File: src/rtl/csup_pkg.sv
// ----------------------------------------------------------------------------
// csup_pkg: shared types and constants for per-class box suppression
// Box word layout, queue word, status word, sequencer states and defaults.
// ----------------------------------------------------------------------------
`default_nettype none

package csup_pkg;

	localparam int MAX_BOXES_DEF   = 64;
	localparam int NUM_CLASSES_DEF = 80;
	localparam int STAT_CNT_W      = 7;
	localparam logic [15:0] IOU_RESET = 16'd29491;

	// one stored box
	typedef struct packed {
		logic signed [15:0] x;
		logic signed [15:0] y;
		logic [14:0]        w;
		logic [14:0]        h;
		logic [6:0]         cls;
		logic [15:0]        score;
	} box_t;

	// one word in the front queue
	typedef struct packed {
		box_t box;
		logic store;
		logic last;
	} item_t;

	// back end status for checks
	typedef struct packed {
		logic [STAT_CNT_W-1:0] count;
	} stat_t;

	typedef enum logic [3:0] {
		S_IDLE,
		S_INS_RD,
		S_INS_CMP,
		S_M,
		S_MW,
		S_N,
		S_NW,
		S_C1,
		S_C2,
		S_C3,
		S_C4,
		S_FIND,
		S_E,
		S_EW,
		S_CLR
	} state_t;

endpackage

`default_nettype wire

File: src/rtl/csup_front.sv
// ----------------------------------------------------------------------------
// csup_front: input classification and decoupling queue
// Packs each accepted word, marks whether it is stored and whether it closes
// the frame, and holds it in a two-entry queue for the back end when it is stored or closes the frame.
// ----------------------------------------------------------------------------
`default_nettype none

module csup_front
	import csup_pkg::*;
#(
	parameter int NUM_CLASSES = NUM_CLASSES_DEF
) (
	input  wire logic               clk,
	input  wire logic               arst_n,
	input  wire logic               in_valid,
	output logic                    in_stall,
	input  wire logic signed [15:0] center_x,
	input  wire logic signed [15:0] center_y,
	input  wire logic [14:0]        box_width,
	input  wire logic [14:0]        box_height,
	input  wire logic [6:0]         class_id,
	input  wire logic [15:0]        score,
	input  wire logic               last_box,
	output logic                    q_valid,
	output item_t                   q_item,
	input  wire logic               q_pop
);

	item_t       fifo_q [2];
	logic        wp_q;
	logic        rp_q;
	logic [1:0]  fcnt_q;
	item_t       item;
	logic        push;

	// classify the incoming word
	always_comb begin
		item.box.x     = center_x;
		item.box.y     = center_y;
		item.box.w     = box_width;
		item.box.h     = box_height;
		item.box.cls   = class_id;
		item.box.score = score;
		item.store     = ({1'b0, class_id} < 8'(NUM_CLASSES));
		item.last      = last_box;
	end

	assign in_stall = (fcnt_q == 2'd2);
	assign push     = in_valid && !in_stall && (item.store || item.last);
	assign q_valid  = (fcnt_q != 2'd0);
	assign q_item   = fifo_q[rp_q];

	// write queue payload
	always_ff @(posedge clk) begin
		if (push) fifo_q[wp_q] <= item;
	end

	// advance pointers
	always_ff @(posedge clk or negedge arst_n) begin
		if (!arst_n) begin
			wp_q   <= 1'b0;
			rp_q   <= 1'b0;
			fcnt_q <= 2'd0;
		end else begin
			if (push) wp_q <= ~wp_q;
			if (q_pop) rp_q <= ~rp_q;
			fcnt_q <= fcnt_q + {1'b0, push} - {1'b0, q_pop};
		end
	end

endmodule

`default_nettype wire

File: config.mk
export PLATFORM = sky130hd
export DESIGN_NAME = csup_front
export DESIGN_NICKNAME = d
export VERILOG_FILES = /design/src/rtl/csup_pkg.sv /design/src/rtl/csup_front.sv
export SDC_FILE = /design/constraint.sdc
export NUM_CORES = 1
export LEC_CHECK = 0
export BUFFER_PORTS_ARGS = -buffer_cell sky130_fd_sc_hd__clkbuf_2
export CORE_ASPECT_RATIO = 1.2
export CORE_MARGIN = 10
export CORE_UTILIZATION = 52
export CTS_CLUSTER_SIZE = 40
export DETAILED_ROUTE_END_ITERATION = 12
export PLACE_DENSITY_LB_ADDON = 0.2
export SLEW_MARGIN = 40
export SYNTH_ARGS = -nofsm -noshare
export SYNTH_HDL_FRONTEND = slang
export SYNTH_SLANG_ARGS = --single-unit
File: constraint.sdc
create_clock -name clk -period 5.6 [get_ports clk]
set_input_delay 0.28 -clock clk [delete_from_list [all_inputs] [get_ports clk]]
set_output_delay 0.28 -clock clk [all_outputs]
set_load 0.05 [all_outputs]
### Word level (Yosys, flattened, before mapping)

Memory sizes are Yosys's and may differ from the RTL's.
Index checks and enable logic that the tools add are counted.

| storage, ports and cells | value |
|---|---|
| flip-flop bits (word level) | 4 |
| bits in writable memories | 174 |
| input bits | 90 |
| word-level logic and storage cells | 17 |
| memories | 1 |

Memory list:

| memory | words | width | rd ports | clocked after memory_dff | write ports | line | RTL |
|---|---|---|---|---|---|---|---|
| fifo_q | 2 | 87 | 1 | 0 | 1 | csup_front.sv:29 | `item_t fifo_q [2];` |

| cells by class | value |
|---|---|
| $add $sub $neg | 2 |
| $lt $le $gt $ge | 1 |
| equal/unequal tests | 1 |
| multiplexer cells | 2 |
| bitwise logic cells | 2 |
| reduce and logical (&&, ||, !) cells | 5 |

Operators with widths:

| cell | count |
|---|---|
| $lt A7 B7 Y1 const B | 1 |
| $add A2 B1 Y2 | 1 |
| $eq A2 B2 Y1 const B | 1 |
| $logic_and A1 B1 Y1 | 2 |
| $mux W1 | 2 |
| $not A1 Y1 | 2 |
| $reduce_bool A2 Y1 | 1 |
| $sub A2 B1 Y2 | 1 |
| $logic_not A1 Y1 | 1 |
| $logic_or A1 B1 Y1 | 1 |

### Depth between registers and ports, before layout

Gate-level depths: netlist (run 1).

| depth | value |
|---|---|
| word-level depth | 6 |
| depth in mapped cells | 7 |
| mapped depth without buffers | 7 |

### Least setup slack after synthesis (run 1)

OpenSTA, ideal clock, no wires.

| timing | value |
|---|---|
| kind | input to register |
| start | input port class_id[5] |
| end | memory fifo_q[0][0] (netlist bit), enable pin |
| setup time | 0.534 ns |
| data arrival time | 4.371 ns |
| required time | 5.066 ns |
| slack | 0.695 ns |
| stages | 3 |
| buffers on the path | 0 |
| path through | o21ai_0 > o221ai_2 > nor2_1 |

| on the way | value |
|---|---|
| word-level cells in the longest chain between the ends | 5 |

Ends and longest elaborated chain:

| item | line | RTL |
|---|---|---|
| start: declaration | csup_front.sv:21 | `input wire logic [6:0] class_id,` |
| $lt A7 B7 Y1 | csup_front.sv:44 | `item.store = ({1'b0, class_id} < 8'(NUM_CLASSES));` |
| $logic_or A1 B1 Y1 | csup_front.sv:49 | `assign push = in_valid && !in_stall && (item.store \|\| item.last);` |
| $logic_and A1 B1 Y1 | csup_front.sv:49 |  |
| $mux W1 | csup_front.sv:55 | `if (push) fifo_q[wp_q] <= item;` |
| $mux W1 (not written as such) | csup_front.sv:55 |  |
| end: declaration | csup_front.sv:29 |  |

Every way passes these cells.

==> results of run 1 <==
-- worst paths after layout --
path / to / start / cells past startpoint
min in group asynchronous: fcnt_q[1] / arst_n / 2
max: q_item[41] / rp_q / 3
min: fifo_q[0][9] / score[7] / 1
min reg2reg: fcnt_q[1] / fcnt_q[1] / 1
max in group asynchronous: rp_q / arst_n / 2
max reg2reg: fifo_q[1][81] / fcnt_q[1] / 4
-- layer usage --
| metal | GRT usage [%] | vias up | wire length [um] |
|---|---|---|---|
| li1 | - | 1535 | - |
| met1 | 16.32 | 1598 | 5023 |
| met2 | 23.58 | 127 | 6387 |
| met3 | 5.957 | 20 | 1020 |
| met4 | 6.646 | 0 | 258 |
| met5 | 0 | - | 0 |
-- cells by family after synthesis --
logic type | count (synthesis)
buffers and inverters | 13
multiplexers | 87
XOR/XNOR | 4
AND/OR/NAND/NOR | 4
AO/OA/AOI/OAI | 2
adder cells (fa/ha/maj) | 2
flip-flops | 178
-- power groups by stage --
| stage | Sequential, mW | Clock [mW] | Combinational, mW |
|---|---|---|---|
| floorplan | 1.87 | 0 | 1.65 |
| global placement | 1.89 | 0 | 2.02 |
| detailed placement | 1.90 | 0 | 2.02 |
| CTS | 1.87 | 1.17 | 2.03 |
| global route | 1.89 | 1.23 | 2.10 |
| finish | 1.87 | 1.15 | 1.99 |
-- flip-flops by register name, summed over array words and instances, names as in the netlist --
name	flops
fifo_q	174
fcnt_q	2
rp_q	1
wp_q	1
-- final cells by class --
cell class | count | area [um2]
fill | 852 | 3994
clock buffer | 22 | 444.2
sequential | 178 | 5329
clock inverter | 10 | 135.1
tap | 161 | 201.4
timing repair buffer | 182 | 939.7
inverter | 3 | 11.26
multi-input combinational | 99 | 1167
-- worst register-to-register path, stage by stage (launching register included) --
cell      delay (ns)
dfrtp_1         0.40
inv_1           0.10
o221ai_2        0.21
nor2_4          0.15
clkbuf_8        0.57
-- cells in the final DEF (no fill, tap or decap), drive strengths merged, types with 2 or more instances in the layout --
| cell | synthesis | layout |
|---|---|---|
| clkinv | 0 | 4 |
| ha | 2 | 2 |
| edfxtp | 174 | 174 |
| inv | 3 | 3 |
| xnor2 | 3 | 3 |
| clkinvlp | 0 | 3 |
| mux2 | 87 | 87 |
| dfrtp | 4 | 4 |
| nor2 | 3 | 3 |
| bufinv | 0 | 3 |
| clkbuf | 0 | 202 |
-- what timing repair did --
item	CTS	global route
setup buffers	0	0
hold endpoints to repair	4	0
setup endpoints to repair	0	0
hold buffers	1	0
-- stage by stage --
step / cell area (um2) / power (mW)
2_1_floorplan: 6564 / 3.521
3_3_place_gp: 7622 / 3.902
3_5_place_dp: 7634 / 3.920
4_1_cts: 8223 / 5.071
5_1_grt: 8228 / 5.223
6_report: 8228 / 5.007
==> results.json, run 1 <==
{
  "synth-seq-cells": 178,
  "end_kind": "primary output",
  "cts_tree": "done",
  "avgSynthCellArea_um2": 22.63,
  "globalplace.congestion": 0.7381,
  "worstPathCellList": "buf_6 -> mux2_2 -> clkbuf_2",
  "cts_buffers": 17,
  "io_pins": 179,
  "yosysMostFrequentCell": "edfxtp_1",
  "synth-compound-area-share_pct": 0.3050,
  "place_inst": 622,
  "diodes": 0,
  "dr.pass1.iters": 4,
  "synth.top_cell.area_share_pct": 79.60,
  "cellPowerDensity_mw_per_mm2": 608.6,
  "cp_num_buf_inv": 2,
  "ys_seq_area_share_pct": 81.13,
  "hold_viol_final": 0,
  "wl_per_cell_um": 19.37,
  "synth_mux_area_share_pct": 16.07,
  "holdWs_ns": 0.05709,
  "dp_slack_ns": 3.265,
  "fin_util_pct": 67.32,
  "synthXorXnorAreaFrac_pct": 0.5337,
  "crit_path_max_fanout": 68,
  "core_mm2": 0.01222,
  "p_sw_mw": 1.986,
  "path_class": "flip-flop to primary output",
  "max-cap-violations": 0,
  "synth.distinct_cells": 14,
  "hold_class": "primary input to flip-flop",
  "synth_flop_cell": "edfxtp_1",
  "drtIter0Drc": 234,
  "worstMarginPinSlew_ns": 0.7383,
  "routed_via_density": 5.008,
  "clock.fmax_mhz": 376.5,
  "ys_warn_count": 0,
  "die_y_um": 143.1,
  "p_clk_share_pct": 22.9,
  "die_x_um": 122.6,
  "clock_sinks": 178,
  "yosys-top-cells-count": "edfxtp_1, mux2_2, mux2_4",
  "syn_inst": 290,
  "ctsResizeCount": 0,
  "clk-insertion-delay-late_ns": 0.41,
  "drv_slew": 0,
  "drc": 0,
  "antenna_found_initial": 0,
  "peakVddDrop_v": 0.0003328,
  "start_util_pct": 53.71,
  "finalCriticalPeriod_ns": 2.656,
  "synth.area.top_cells": "edfxtp_1, mux2_2, mux2_4, dfrtp_1, buf_6",
  "vias": 3280,
  "synth_top_family_by_area": "multiplexers",
  "critPathLaunchType": "flip-flop",
  "required_ns": 5.32,
  "overflow": 0,
  "r2r_setup_slack_ns": 3.71,
  "numPortBuffers": 178,
  "yosysTopAreaCell": "edfxtp_1",
  "fin_nets": 573,
  "synthesis.nets": 382,
  "netlist_area_mm2": 0.006564,
  "cellLeakagePower_nw": 3.167,
  "fin_crit_sh_pct": 47.43,
  "synth_edf_count": 174,
  "rsz0062_at_grt": "no",
  "dp_hpwl_mm": 8.700,
  "fin_worst_skew_ns": 0.005194,
  "num_rows": 44,
  "fin_ws_ns": 2.944,
  "status": "finished, final reports clean",
  "switching_share_pct": 39.65,
  "yosys.area_share.simple_pct": 0.2669,
  "grt_pass1_vias": 3657,
  "setup-tns-final_ns": 0,
  "cts_max_level": 4,
  "relSlewSlack_pct": 50.78,
  "grtUsageTotal_pct": 14.49,
  "fin_cells": 655,
  "critPathSlowestCell": "dfrtp_4",
  "cts_buffer_depth": 2,
  "grt_pass1_wl_mm": 19.06,
  "dieArea_mm2": 0.01754,
  "crit_arrival_ns": 2.38,
  "clk_pin_slew_ns": 0.06,
  "clockRootBuffer": "clkbuf_16",
  "setup_viol": 0,
  "p_int_mw": 3.022,
  "drive_above_1_share_pct": 60.53,
  "combPwrFrac_pct": 39.8,
  "synth_adder_area_share_pct": 0.3812,
  "slowest_delay_ns": 0.64,
  "p_seq_share_pct": 37.3,
  "drt_wl_total_mm": 12.69,
  "crit_family": "buffers and inverters",
  "async_flop_share_pct": 2.247,
  "grt_max_degree": 88,
  "postRouteAntennaNets": 0,
  "syn2layout_area_growth_pct": 25.35
}
(Power assumes the default switching activity.)
==> inputs of run 2 (changes only) <==
Clock period 5.6 ns to 2.6 ns, I/O delays scaled along.
==> results.json, run 2 (synthesis results as in run 1) <==
{
  "fin_ws_ns": 0.3264,
  "grt_max_degree": 56,
  "numPortBuffers": 178,
  "fin_worst_skew_ns": 0.005295,
  "postCtsHoldBufs": 88,
  "rsz0062_at_grt": "no",
  "hold_viol_final": 0,
  "grt_pass1_wl_mm": 21.26,
  "cts_buffer_depth": 2,
  "peakVddDrop_v": 0.0007355,
  "fin_nets": 664,
  "clk-insertion-delay-late_ns": 0.41,
  "dr.pass1.iters": 5,
  "drt_wl_total_mm": 13.86,
  "worstMarginPinSlew_ns": 0.5098,
  "crit_arrival_ns": 2.14,
  "max-cap-violations": 0,
  "dieArea_mm2": 0.01754,
  "p_seq_share_pct": 37.0,
  "fill_cells": 766,
  "relSlewSlack_pct": 66.02,
  "drtIter0Drc": 188,
  "syn2layout_area_growth_pct": 39.23,
  "combPwrFrac_pct": 40.8,
  "grt_pass1_vias": 4006,
  "drc": 0,
  "drv_slew": 0,
  "seq_area_mm2": 0.005329,
  "ctsResizeCount": 0,
  "dp_hpwl_mm": 9.096,
  "postCtsSetupBuffers": 0,
  "status": "finished, final reports clean",
  "cts_max_level": 4,
  "p_int_mw": 6.545,
  "die_y_um": 143.1,
  "multiInputGateArea_mm2": 0.001167,
  "drive_above_1_share_pct": 52.23,
  "grtUsageTotal_pct": 15.90,
  "worstPathCellList": "buf_4 -> mux2_2 -> clkbuf_2",
  "dp_slack_ns": 0.7678,
  "core_mm2": 0.01222,
  "fin_crit_sh_pct": 87.44,
  "die_x_um": 122.6,
  "critPathSlowestCell": "dfrtp_4",
  "cts_buffers": 17,
  "clockRootBuffer": "clkbuf_16",
  "vias": 3628,
  "routed_via_density": 4.863,
  "required_ns": 2.47,
  "globalplace.congestion": 0.7410,
  "path_class": "flip-flop to primary output",
  "clock.fmax_mhz": 439.8,
  "postRouteAntennaNets": 0,
  "largest_reg_flops": 174,
  "cts_tree": "done",
  "cellPowerDensity_mw_per_mm2": 1197,
  "antenna_found_initial": 1,
  "num_rows": 44,
  "holdWs_ns": 0.07991,
  "start_util_pct": 53.71,
  "cellLeakagePower_nw": 3.557,
  "layout_commonest_cell": "clkbuf_2",
  "io_pins": 179,
  "fin_area_mm2": 0.009139,
  "wl_per_cell_um": 18.58,
  "switching_share_pct": 40.18,
  "p_clk_share_pct": 22.2,
  "p_sw_mw": 4.396,
  "overflow": 0,
  "slowest_delay_ns": 0.75,
  "end_kind": "primary output",
  "hold_class": "primary input to asynchronous set/reset pin",
  "dpl_cell_area_mm2": 0.007690,
  "critPathLaunchType": "flip-flop",
  "reg.largest.list": "fifo_q x174, fcnt_q x2",
  "mostFrequentLayoutCells": "clkbuf_2, edfxtp_1, dlygate4sd3_1",
  "crit_path_max_fanout": 34,
  "clock_sinks": 178,
  "finalCriticalPeriod_ns": 2.274,
  "setup_viol": 0,
  "clk_pin_slew_ns": 0.06,
  "regMostFlops": "fifo_q"
}
-- run 2: cell types whose count changed in the layout (fill, tap and decap cells not counted), sizes merged --
| cell | previous run | this run |
|---|---|---|
| diode | 0 | 1 |
| dlygate4sd3 | 1 | 88 |
| bufinv | 3 | 2 |
| clkinv | 4 | 6 |
| inv | 3 | 6 |
| clkinvlp | 3 | 2 |
| clkbuf | 202 | 196 |
| buf | 1 | 7 |
-- run 2: area by class of cell --
class | instances | share of cell area (%)
inverter | 3 | 0.1232
multi-input combinational | 99 | 12.77
tap | 161 | 2.204
timing repair buffer | 273 | 20.37
clock buffer | 18 | 4.696
antenna | 1 | 0.02738
sequential | 178 | 58.31
clock inverter | 13 | 1.492
-- run 2: per-stage QoR --
step           total power, mW  std cells  setup TNS [ns]  util [%]
2_1_floorplan            7.552        290         -128.15         -
3_3_place_gp             8.449        626               0     62.92
3_5_place_dp             8.506        626               0     62.92
4_1_cts                  11.04        745               0     74.75
5_1_grt                  11.37        746               0     74.77
6_report                 10.94        746               0     74.77
-- run 2: routing by layer --
metal / GRT usage (%) / wire length (um)
met5: 0 / 0
met4: 6.398 / 355
met3: 6.667 / 1125
met2: 27.01 / 7262
met1: 17.17 / 5115
-- run 2: power groups by stage --
stage               Sequential (mW)  Clock [mW]  Combinational, mW
floorplan                      3.99           0               3.56
global placement               4.09           0               4.36
detailed placement             4.12           0               4.39
CTS                            4.06        2.48               4.51
global route                   4.11        2.59               4.66
finish                         4.05        2.43               4.47
-- run 2: worst max-delay path, delay by kind of cell (launching register included) --
kind	cells	cell delay, ns
buffers and inverters	2	0.60
DFF	1	0.75
muxes	1	0.38
-- run 2: final timing paths --
check	startpoint	depth (start not counted)	to	slack (ns)
setup / recovery	rp_q	3	q_item[20]	0.33
hold / removal	arst_n	2	rp_q	0.08
setup reg to reg	fcnt_q[1]	7	fcnt_q[1]	0.92
hold reg to reg	fcnt_q[1]	1	fcnt_q[1]	0.49
max in group asynchronous	arst_n	2	rp_q	2.38
min in group clk	in_valid	3	wp_q	0.08
